==> config.mk <==
export PLATFORM = sky130hd
export DESIGN_NAME = dsa_divider
export DESIGN_NICKNAME = d
export VERILOG_FILES = /design/src/hw/rtl/dsa_pkg.sv /design/src/hw/rtl/dsa_divider.sv
export SDC_FILE = /design/constraint.sdc
export NUM_CORES = 1
export LEC_CHECK = 0
export BUFFER_PORTS_ARGS = -buffer_cell sky130_fd_sc_hd__buf_2
export CAP_MARGIN = 20
export CORE_MARGIN = 3
export CORE_UTILIZATION = 30
export DETAILED_ROUTE_END_ITERATION = 7
export GPL_ROUTABILITY_DRIVEN = 0
export GPL_TIMING_DRIVEN = 0
export MAX_ROUTING_LAYER = met4
export PLACE_DENSITY = 0.56
export SETUP_SLACK_MARGIN = 0.02
export SLEW_MARGIN = 20
export SYNTH_ARGS = -nofsm -noshare
export SYNTH_HDL_FRONTEND = slang
export SYNTH_SLANG_ARGS = --single-unit
==> constraint.sdc <==
create_clock -name clock -period 3.73 [get_ports clock]
set_clock_uncertainty 0.1 [all_clocks]
set_input_delay 0.1865 -clock clock [delete_from_list [all_inputs] [get_ports clock]]
set_output_delay 0.1865 -clock clock [all_outputs]
set_load 0.02 [all_outputs]
==> src/hw/rtl/dsa_pkg.sv <==
// Types, codes and constants shared by the descriptor slot allocator.
`timescale 1ns / 1ps
`default_nettype none

package dsa_pkg;

   localparam int DSA_MAX_SLOTS   = 1024;  // default stack depth
   localparam int ADDR_BITS       = 64;
   localparam int SIZE_BITS       = 16;
   localparam int COUNT_BITS      = 11;
   localparam int SLOT_BITS       = 10;
   localparam int KIND_BITS       = 3;
   localparam int CSR_IDX_BITS    = 3;
   localparam int MUL_IDX_BITS    = 11;    // any in-range slot index is below 2048
   localparam int PROD_BITS       = MUL_IDX_BITS + SIZE_BITS;
   localparam int DIV_LONG_STEPS  = ADDR_BITS;
   localparam int DIV_SHORT_STEPS = MUL_IDX_BITS;
   localparam int DIV_CNT_BITS    = $clog2(DIV_LONG_STEPS + 1);

   typedef enum logic [KIND_BITS-1:0] {
      KIND_ALLOC    = 3'd0,
      KIND_FREE     = 3'd1,
      KIND_VALIDATE = 3'd2,
      KIND_IDX2HND  = 3'd3,
      KIND_HND2IDX  = 3'd4,
      KIND_REINIT   = 3'd5
   } dsa_kind_type;

   typedef enum logic [1:0] {
      ERR_NONE     = 2'd0,
      ERR_EMPTY    = 2'd1,
      ERR_RANGE    = 2'd2,
      ERR_OVERFLOW = 2'd3
   } dsa_err_type;

   typedef enum logic [CSR_IDX_BITS-1:0] {
      CSR_CPU_BASE       = 3'd0,
      CSR_GPU_BASE       = 3'd1,
      CSR_SLOT_SIZE      = 3'd2,
      CSR_SLOT_COUNT     = 3'd3,
      CSR_SHADER_VISIBLE = 3'd4
   } dsa_csr_type;

   typedef enum logic [2:0] {
      ST_IDLE,
      ST_PREP,
      ST_EVAL,
      ST_DIV,
      ST_GCHK,
      ST_MUL,
      ST_ADDR,
      ST_RESULT
   } dsa_state_type;

   typedef struct packed {
      logic [KIND_BITS-1:0] kind;
      logic [ADDR_BITS-1:0] cpu_addr;
      logic [ADDR_BITS-1:0] gpu_addr;
      logic [SLOT_BITS-1:0] slot_index;
   } dsa_req_type;

   typedef struct packed {
      logic [ADDR_BITS-1:0] cpu_handle;
      logic [ADDR_BITS-1:0] gpu_handle;
      logic [SLOT_BITS-1:0] slot_out;
      logic                 ok;
      logic [1:0]           error;
   } dsa_rsp_type;

   typedef struct packed {
      logic                 start;
      logic                 short_run;  // quotient known to fit in MUL_IDX_BITS
      logic [ADDR_BITS-1:0] dividend;
      logic [SIZE_BITS-1:0] divisor;
   } dsa_div_req_type;

   typedef struct packed {
      logic                 done;
      logic [ADDR_BITS-1:0] quotient;
      logic [SIZE_BITS-1:0] remainder;
   } dsa_div_rsp_type;

   function automatic dsa_rsp_type make_rsp(
      input logic [ADDR_BITS-1:0] cpu_handle,
      input logic [ADDR_BITS-1:0] gpu_handle,
      input logic [SLOT_BITS-1:0] slot_out,
      input logic                 ok,
      input dsa_err_type          error
   );
      dsa_rsp_type rsp;
      rsp.cpu_handle = cpu_handle;
      rsp.gpu_handle = gpu_handle;
      rsp.slot_out   = slot_out;
      rsp.ok         = ok;
      rsp.error      = error;
      return rsp;
   endfunction

endpackage

`default_nettype wire

==> src/hw/rtl/dsa_divider.sv <==
// Radix-2 restoring divider: 64-bit dividend by 16-bit divisor, one bit per cycle.
`timescale 1ns / 1ps
`default_nettype none

module dsa_divider
   import dsa_pkg::*;
(
   input  wire logic            clock,
   input  wire logic            reset,
   input  wire dsa_div_req_type div_req,
   output dsa_div_rsp_type      div_rsp
);

   logic                      busy_ff, busy_in;
   logic [DIV_CNT_BITS-1:0]   count_ff, count_in;
   logic [SIZE_BITS-1:0]      rem_ff, rem_in;
   logic [ADDR_BITS-1:0]      work_ff, work_in;
   logic [SIZE_BITS-1:0]      den_ff, den_in;
   logic [SIZE_BITS:0]        step_num;
   logic [SIZE_BITS:0]        step_diff;
   logic                      step_ge;

   always_comb begin
      step_num  = {rem_ff, work_ff[ADDR_BITS-1]};
      step_ge   = step_num >= {1'b0, den_ff};
      step_diff = step_num - {1'b0, den_ff};
   end

   always_comb begin
      busy_in  = busy_ff;
      count_in = count_ff;
      rem_in   = rem_ff;
      work_in  = work_ff;
      den_in   = den_ff;
      if (div_req.start && !busy_ff) begin
         busy_in = 1'b1;
         den_in  = div_req.divisor;
         if (div_req.short_run) begin
            // upper dividend bits are already below the divisor
            rem_in   = div_req.dividend[DIV_SHORT_STEPS +: SIZE_BITS];
            work_in  = {div_req.dividend[DIV_SHORT_STEPS-1:0],
                        {(ADDR_BITS-DIV_SHORT_STEPS){1'b0}}};
            count_in = DIV_CNT_BITS'(DIV_SHORT_STEPS);
         end else begin
            rem_in   = '0;
            work_in  = div_req.dividend;
            count_in = DIV_CNT_BITS'(DIV_LONG_STEPS);
         end
      end else if (busy_ff && count_ff != '0) begin
         // a zero divisor sets every quotient bit
         rem_in   = step_ge ? step_diff[SIZE_BITS-1:0] : step_num[SIZE_BITS-1:0];
         work_in  = {work_ff[ADDR_BITS-2:0], step_ge};
         count_in = count_ff - DIV_CNT_BITS'(1);
      end else if (busy_ff) begin
         busy_in = 1'b0;
      end
   end

   always_ff @(posedge clock) begin
      if (reset) begin
         busy_ff  <= 1'b0;
         count_ff <= '0;
      end else begin
         busy_ff  <= busy_in;
         count_ff <= count_in;
      end
      rem_ff  <= rem_in;
      work_ff <= work_in;
      den_ff  <= den_in;
   end

   always_comb begin
      div_rsp.done      = busy_ff && (count_ff == '0);
      div_rsp.quotient  = work_ff;
      div_rsp.remainder = rem_ff;
   end

endmodule

`default_nettype wire

==> flow_summary.rst, run 1 <==
.. list-table::
   :header-rows: 1

   * - Metric
     - Value
   * - Result of the run
     - finished, final reports clean
   * - Internal Dissipation
     - 2.81 mW
   * - Hold wc startpoint
     - div_req[66]
   * - Worst-Skew Late Latency
     - 0.36 ns
   * - Ratio of total power to cell area
     - between 600 and 700 nW/µm²
   * - Slew @ Worst Pin
     - 0.791 ns
   * - Maximum clock insertion buffer count
     - 2
   * - Synthesized-area fraction occupied by and/or/nand/nor cells
     - 0.202
   * - Data arrival time of the worst path
     - 2.96 ns
   * - Initial antenna violation count
     - 1
   * - Final Cycle Share
     - 0.790
   * - GR Overflow Total
     - 0
   * - Hold violation count in the final report
     - 0
   * - Net switching fraction of the power
     - 0.363
   * - Fmax
     - about 340 MHz
   * - Worst setup SP type
     - flop
   * - Design Area, Final
     - about 7200 µm²
   * - Startpoint of the worst-slack reg-to-reg timing path
     - work_ff[63]
   * - YS warnings
     - 0
   * - Number of buffers inserted during clock tree synthesis
     - 9
   * - Nets@finish
     - 828
   * - Layout area overhead
     - 28.9%
   * - Yosys reg bits
     - 104
   * - Drc violations
     - 0
   * - Final setup violation count
     - 0
   * - Synthesized instance count
     - between 500 and 600
   * - Post-synthesis compound-gate area fraction
     - 0.0943
   * - Initial core utilization
     - 0.309
   * - DR vias/cell
     - 4.81
   * - Count of cells along the worst hold path
     - 3
   * - Synth Area in XOR/XNOR
     - 0.0266
   * - Path depth of the worst reg2reg path
     - 11
   * - End of the worst register-to-register path
     - rem_ff[12]
   * - Sequential Power Share
     - 0.389
   * - Per-cell routed wire length
     - 17.0 µm
   * - Reg2reg setup slack
     - 0.78 ns
   * - Portion of total power attributed to combinational logic
     - 0.370
   * - DIE AREA
     - 20300 µm²
   * - Pin count of the biggest net entering global routing
     - 43
   * - Count of cell types in the netlist
     - 45
   * - Via count of the first global-routing pass
     - 4551
   * - Wirelength, routed
     - 16300 µm
   * - Net Sw Power
     - 1.61 mW
   * - Clock tree from TritonCTS
     - built
   * - DP Wirelength
     - 12400 µm
   * - Clock network fraction of design power
     - 0.241
   * - Clk pin slew, worst setup/hold paths
     - ~0.08 ns
   * - Post-layout minimum cycle time
     - a little under 3 ns
   * - Critical path peak fanout
     - 4
   * - Die width
     - 143 µm
   * - RSZ-0062 raised after global routing
     - false
   * - Synth area leader
     - edfxtp_1
   * - Ratio of cells with drive above 1 in the final layout
     - 0.264
   * - DR vias
     - 4619
   * - Root buf cell
     - clkbuf_16
   * - Placed Instances
     - 928
   * - Resize count post-CTS
     - 0
   * - Crit Path Category
     - reg -> reg
   * - Dominant combinational cell family by area after synthesis
     - simple AND/OR/NAND/NOR gates
   * - Number of cells in the finished layout apart from fillers
     - 961
   * - Number of pins exceeding their max-slew limit in the final report
     - 0
   * - Core area
     - 18100 µm²
   * - Initial detailed-routing violation count
     - 276
   * - Total Power
     - 4.42 mW
   * - H-tree depth
     - 3
   * - Worst min-delay path class
     - in -> reg
   * - Element type at the critical path end
     - flop
   * - Area after detailed placement
     - around 6700 µm²
   * - Average cell area after synthesis
     - around 10 µm²
   * - Net Count, Synth
     - 638
   * - Adder and majority cell fraction of the synthesized area
     - 0.0415
   * - Port buffer count
     - 162
   * - Total number of clock tree sinks
     - approximately 100
   * - Std cell rows
     - between 40 and 50
   * - Top cell type's share of synthesized area
     - 0.515
   * - Destination of the worst hold path
     - work_ff[50]
   * - Static leakage power
     - 3.23 nW
   * - Chip Height
     - 143 µm
   * - Tightest slew margin relative to the limit
     - 0.473
   * - Worst Path Required
     - 3.74 ns
   * - Post-CTS setup-driven buffer insertion count
     - 0
   * - Max-Cap Viols
     - 0
   * - Fillers
     - 1840
   * - First-pass GRT wire length
     - 24900 µm
   * - Biggest area contributors in the synthesized netlist
     - edfxtp_1 51%, nand2_1 9.0%, nand3b_1 7.1%
   * - Register area share after synthesis
     - 0.543
   * - Synth Cell Area
     - about 5600 µm²
   * - Peak VDD IR
     - 0.262 mV
   * - Multiplexer area fraction after synthesis
     - 0.0449
   * - Global-route usage over all layers
     - 0.163
   * - Number of top-level pins
     - 165
   * - DRT antenna net count
     - 0
   * - Number of iterations in the first detailed-routing pass
     - 7
cells by family after synthesis:
group | after synthesis
AO/OA/AOI/OAI | 88
XOR/XNOR | 17
adder cells (fa/ha/maj) | 18
buffers and inverters | 53
flip-flops | 104
multiplexers | 25
AND/OR/NAND/NOR | 231
final cells by class:
type                    instances  area (µm²)  share of cell area
flip-flops and latches        104        3040               0.422
multi-input cells             379        2300               0.319
repair buffers                179         991               0.137
well taps                     229         287              0.0397
clock buffers                   9         225              0.0312
plain buffers                  32         189              0.0262
clock inverters                 7         103              0.0142
inverters                      21        78.8              0.0109
diodes                          1        2.50            0.000347
synthesized netlist by cell type, drive strengths merged:
master / count
nand2b: 6
nand3: 12
a31oi: 5
a21oi: 29
o21ba: 1
mux2: 1
and3: 1
fa: 1
clkbuf: 25
dfxtp: 8
ha: 17
nor4: 2
dlygate4sd3: 1
a311o: 1
nor3: 4
o21a: 5
nand3b: 53
nor3b: 1
nand4: 1
xnor2: 12
nor2: 13
inv: 20
buf: 6
a31o: 1
a221oi: 1
mux2i: 24
a211oi: 5
or4: 2
xor2: 5
a2111oi: 1
a21o: 7
or3: 1
and4b: 1
o21ai: 29
edfxtp: 96
clkinv: 1
o31ai: 3
nand2: 134
worst max-delay path, cell delays in order, from the launching register on:
cell,delay [ns]
edfxtp_1,0.41
inv_1,0.09
ha_1,0.17
inv_1,0.05
fa_1,0.40
a21o_1,0.22
a311o_1,0.41
a31oi_1,0.28
o31ai_1,0.13
xor2_1,0.16
mux2i_1,0.19
a21oi_1,0.09
power groups by stage:
stage	sequential (mW)	clock [mW]	combinational, mW
after global routing	1.75	1.14	1.80
after detailed placement	1.75	0	1.63
after global placement	1.77	0	1.60
after CTS	1.73	1.10	1.65
final	1.72	1.06	1.64
after floorplan	1.95	0	0.907
sequential cells by signal, indices dropped and copies added (netlist names):
name      cells
rem_ff       16
den_ff       16
count_ff      7
work_ff      64
busy_ff       1
repair_timing:
item | 4_1_cts | 5_1_grt
endpoints found under the setup margin | 0 | 0
hold endpoints to repair | 16 | 0
hold buffers | 16 | 0
how the worst max path moves through the flow:
stage | start | end | slack (ns) | cells after the start
after floorplan | count_ff[0] | rem_ff[0] | 0.23 | 6
after detailed placement | work_ff[63] | rem_ff[12] | 0.79 | 11
after global placement | count_ff[0] | work_ff[46] | -0.97 | 6
after CTS | work_ff[63] | rem_ff[12] | 0.78 | 11
after global routing | work_ff[63] | rem_ff[12] | 0.56 | 11
final | work_ff[63] | rem_ff[12] | 0.78 | 11
through the flow:
step           setup slack, ns   util  TNS [ns]  hold WS [ns]
2_1_floorplan            0.227      -         0         0.185
6_report                 0.782  0.398         0        0.0231
3_3_place_gp            -0.973  0.369    -77.63         0.265
3_5_place_dp             0.789  0.371         0         0.265
4_1_cts                  0.778  0.398         0       0.00578
5_1_grt                  0.560  0.398         0        0.0276
per-layer routing:
metal  up-vias  wire length (µm)  track usage
li1       2287                 -            -
met1      2177              7420        0.213
met2       145              7470        0.251
met3        10              1240       0.0543
met4         0               171       0.0310
met5         -                 0            -
cells in the final DEF, fill, tap and decap left out, types with 2 or more instances in the layout:
cell type      count
nand3b_1          53
a21oi_1           29
or4_1              2
a211oi_1           4
buf_2            162
o31ai_1            3
a31oi_1            5
dfxtp_1            8
clkbuf_1          21
nor4_1             2
bufinv_16          2
ha_1              17
nor2_1            13
o21ai_0           27
edfxtp_1          96
nand2b_1           6
inv_1             20
buf_12             2
nand3_1           12
inv_6              3
a21o_1             6
buf_6              2
xnor2_1           12
xor2_1             5
clkbuf_16          9
buf_1              3
nor3_1             4
dlygate4sd3_1     17
mux2i_1           24
o21a_1             5
nand2_1          133
clkbuf_8           3
Note: power is estimated with default switching activity, not from simulation.
==> run 2: changes to the inputs <==
Settings changed: PLACE_DENSITY 0.56 to 0.54.
Clock period 3.73 ns to 2.8 ns, I/O delays scaled along.
==> run 2 against run 1 <==
Against the previous run: via count is 6.0% higher; routed wire length grew 2.3%; combinational power increased by 48%; register-to-register slack lost 0.69 ns; cell count up 4.3%; fmax increased by 8.7%; global-route usage rose by 0.31 points; sequential share of layout area down 2.5 points; flip-flop and latch count is the same; largest cell class unchanged; largest power group is now combinational cells.
==> flow_summary.rst, run 2 (same netlist as run 1, synthesis figures left out) <==
.. list-table::
   :header-rows: 1

   * - Metric
     - Value
   * - Ratio of cells with drive above 1 in the final layout
     - 0.286
   * - Number of cells on the critical path
     - 11
   * - Multi-input gate area
     - between 2000 and 2500 µm²
   * - Max-Cap Viols
     - 0
   * - Stage delay of the slowest cell on the critical path
     - between 0.4 and 0.5 ns
   * - Setup total negative slack
     - 0 ns
   * - Static leakage power
     - 3.41 nW
   * - Maximum clock insertion buffer count
     - 2
   * - Register with the highest flop count
     - work_ff
   * - Path depth of the worst reg2reg path
     - 11
   * - Data arrival time of the worst path
     - 2.72 ns
   * - DRT antenna net count
     - 0
   * - Core area
     - between 15000 and 20000 µm²
   * - Critical path peak fanout
     - 4
   * - Root buf cell
     - clkbuf_16
   * - Most frequent standard cell in the layout excluding fill and tap cells
     - buf_2
   * - Buffer and inverter count on the worst path
     - 2
   * - DIE AREA
     - 20300 µm²
   * - Port buffer count
     - 162
   * - RSZ-0062 raised after global routing
     - true
   * - Global-route track usage on met1
     - 0.208
   * - DP Wirelength
     - ~13000 µm
   * - Final setup violation count
     - 0
   * - Clock tree from TritonCTS
     - built
   * - Worst Path Required
     - about 2.8 ns
   * - Slowest CP cell
     - edfxtp_1
   * - Fmax
     - approximately 370 MHz
   * - Antenna diode count
     - 0
   * - Number of top-level pins
     - around 170
   * - Design Area, Final
     - about 7700 µm²
   * - Worst setup SP type
     - flop
   * - Per-cell routed wire length
     - 16.6 µm
   * - Initial core utilization
     - 0.309
   * - Die width
     - 143 µm
   * - Std cell rows
     - 49
   * - DR vias
     - 4894
   * - Element type at the critical path end
     - flop
   * - Crit Path Category
     - reg -> reg
   * - Result of the run
     - finished, final reports clean
   * - Slew @ Worst Pin
     - 0.711 ns
   * - Registers with the highest flip-flop counts
     - work_ff: 64 flops, den_ff: 16 flops, rem_ff: 16 flops
   * - Drc violations
     - 0
   * - Final Cycle Share
     - 0.969
   * - Wirelength, routed
     - 16700 µm
   * - Chip Height
     - 143 µm
   * - Hold violation count in the final report
     - 0
   * - Number of flip-flops in the largest register
     - 64
   * - Smallest setup slack after layout
     - slightly below 0.09 ns
   * - Layout area overhead
     - 37.0%
   * - Worst min-delay path class
     - in -> reg
   * - Ratio of total power to cell area
     - about 790 nW/µm²
   * - Top delay family on crit path
     - compound AO/OA/AOI/OAI gates
   * - Worst slack at placement
     - -0.161 ns
   * - Peak VDD IR
     - about 0.33 mV
   * - Global routing met2 resource utilization
     - 0.268
   * - Tightest slew margin relative to the limit
     - 0.526
   * - DR vias/cell
     - 4.88
   * - Fillers
     - 1816
   * - Via count of the first global-routing pass
     - 4828
   * - Initial detailed-routing violation count
     - 269
   * - First-pass GRT wire length
     - ~26000 µm
   * - Global-route usage over all layers
     - 0.166
   * - Pin count of the biggest net entering global routing
     - 42
   * - Cells along the critical path
     - inv_2 > ha_2 > inv_1 > fa_2 > a21o_1 > a311o_1 > a31oi_2 > o31ai_2 > xor2_1 > mux2i_2 > a21oi_1
   * - Footprint of the flip-flops and latches
     - 3040 µm²
   * - Number of pins exceeding their max-slew limit in the final report
     - 0
   * - GR Overflow Total
     - 0
   * - Nets@finish
     - 870
   * - H-tree depth
     - 3
   * - Number of buffers inserted during clock tree synthesis
     - 9
   * - Count of cells along the worst hold path
     - 3
   * - Initial antenna violation count
     - 0
   * - Number of iterations in the first detailed-routing pass
     - 5
   * - Area after detailed placement
     - 6730 µm²
   * - Met3 Use GR
     - 0.0459
   * - Commonest non-fill, non-tap cells in the layout
     - 162 x buf_2, 133 x nand2_1, 96 x edfxtp_1, 53 x nand3b_1, 44 x dlygate4sd3_1
   * - Clk pin slew, worst setup/hold paths
     - 0.08 ns
   * - Post-layout minimum cycle time
     - around 2.7 ns
   * - Worst-Skew Late Latency
     - 0.36 ns
   * - Global routing's busiest layer
     - met2
   * - Total number of clock tree sinks
     - between 100 and 150
[run 2: path summary, 6_finish.rpt]
kind | start | to | slack (ns)
hold / removal | div_req[16] | work_ff[0] | 0.008
hold reg to reg | count_ff[0] | count_ff[0] | 0.43
setup reg to reg | work_ff[63] | rem_ff[12] | 0.09
setup / recovery | work_ff[63] | rem_ff[12] | 0.09
[run 2: cell type report]
type                            count  share of cell area
Multi-Input combinational cell    379               0.313
Buffer                             32              0.0246
Tap cell                          229              0.0373
Sequential cell                   104               0.397
Clock buffer                        9              0.0293
Clock inverter                      7              0.0101
Timing Repair Buffer              221               0.179
Inverter                           21              0.0103
[run 2: power breakdown]
group	internal, mW	switching (mW)
logic	1.03	1.39
clock network	0.705	0.625
registers	2.10	0.203
total	3.83	2.22
[run 2: tightest hold or removal path, delay by kind of cell]
| kind | cells | cell delay (ns) |
|---|---|---|
| buffers and inverters | 1 | 0.09 |
| and+or+nand+nor | 2 | 0.13 |
[run 2: metrics by stage]
step | hold WS [ns] | power [mW] | instances | util
finish | 0.00786 | 6.05 | 1002 | 0.423
floorplan | 0.139 | 3.80 | 536 | -
CTS | 0.000202 | 5.98 | 991 | 0.415
global placement | 0.220 | 4.47 | 927 | 0.369
global route | 0.0100 | 6.42 | 1002 | 0.423
detailed placement | 0.218 | 4.51 | 928 | 0.371
[run 2: routing by layer]
metal  wire (µm)  vias to the layer above  share of wire
met3        1170                       15          0.070
met5           0                        -              0
met4         228                        0          0.014
met1        7320                     2330           0.44
met2        7960                      184           0.48
li1            -                     2365              -
[run 2: timing repair]
action / in CTS / in global routing
hold endpoints to repair: 43 / 0
hold buffers: 43 / 0
buffers inserted: 4 / 11
setup endpoints to repair: 16 / 7
pin swaps: 3 / 5
resized for setup: 7 / 9
gates cloned: 0 / 0
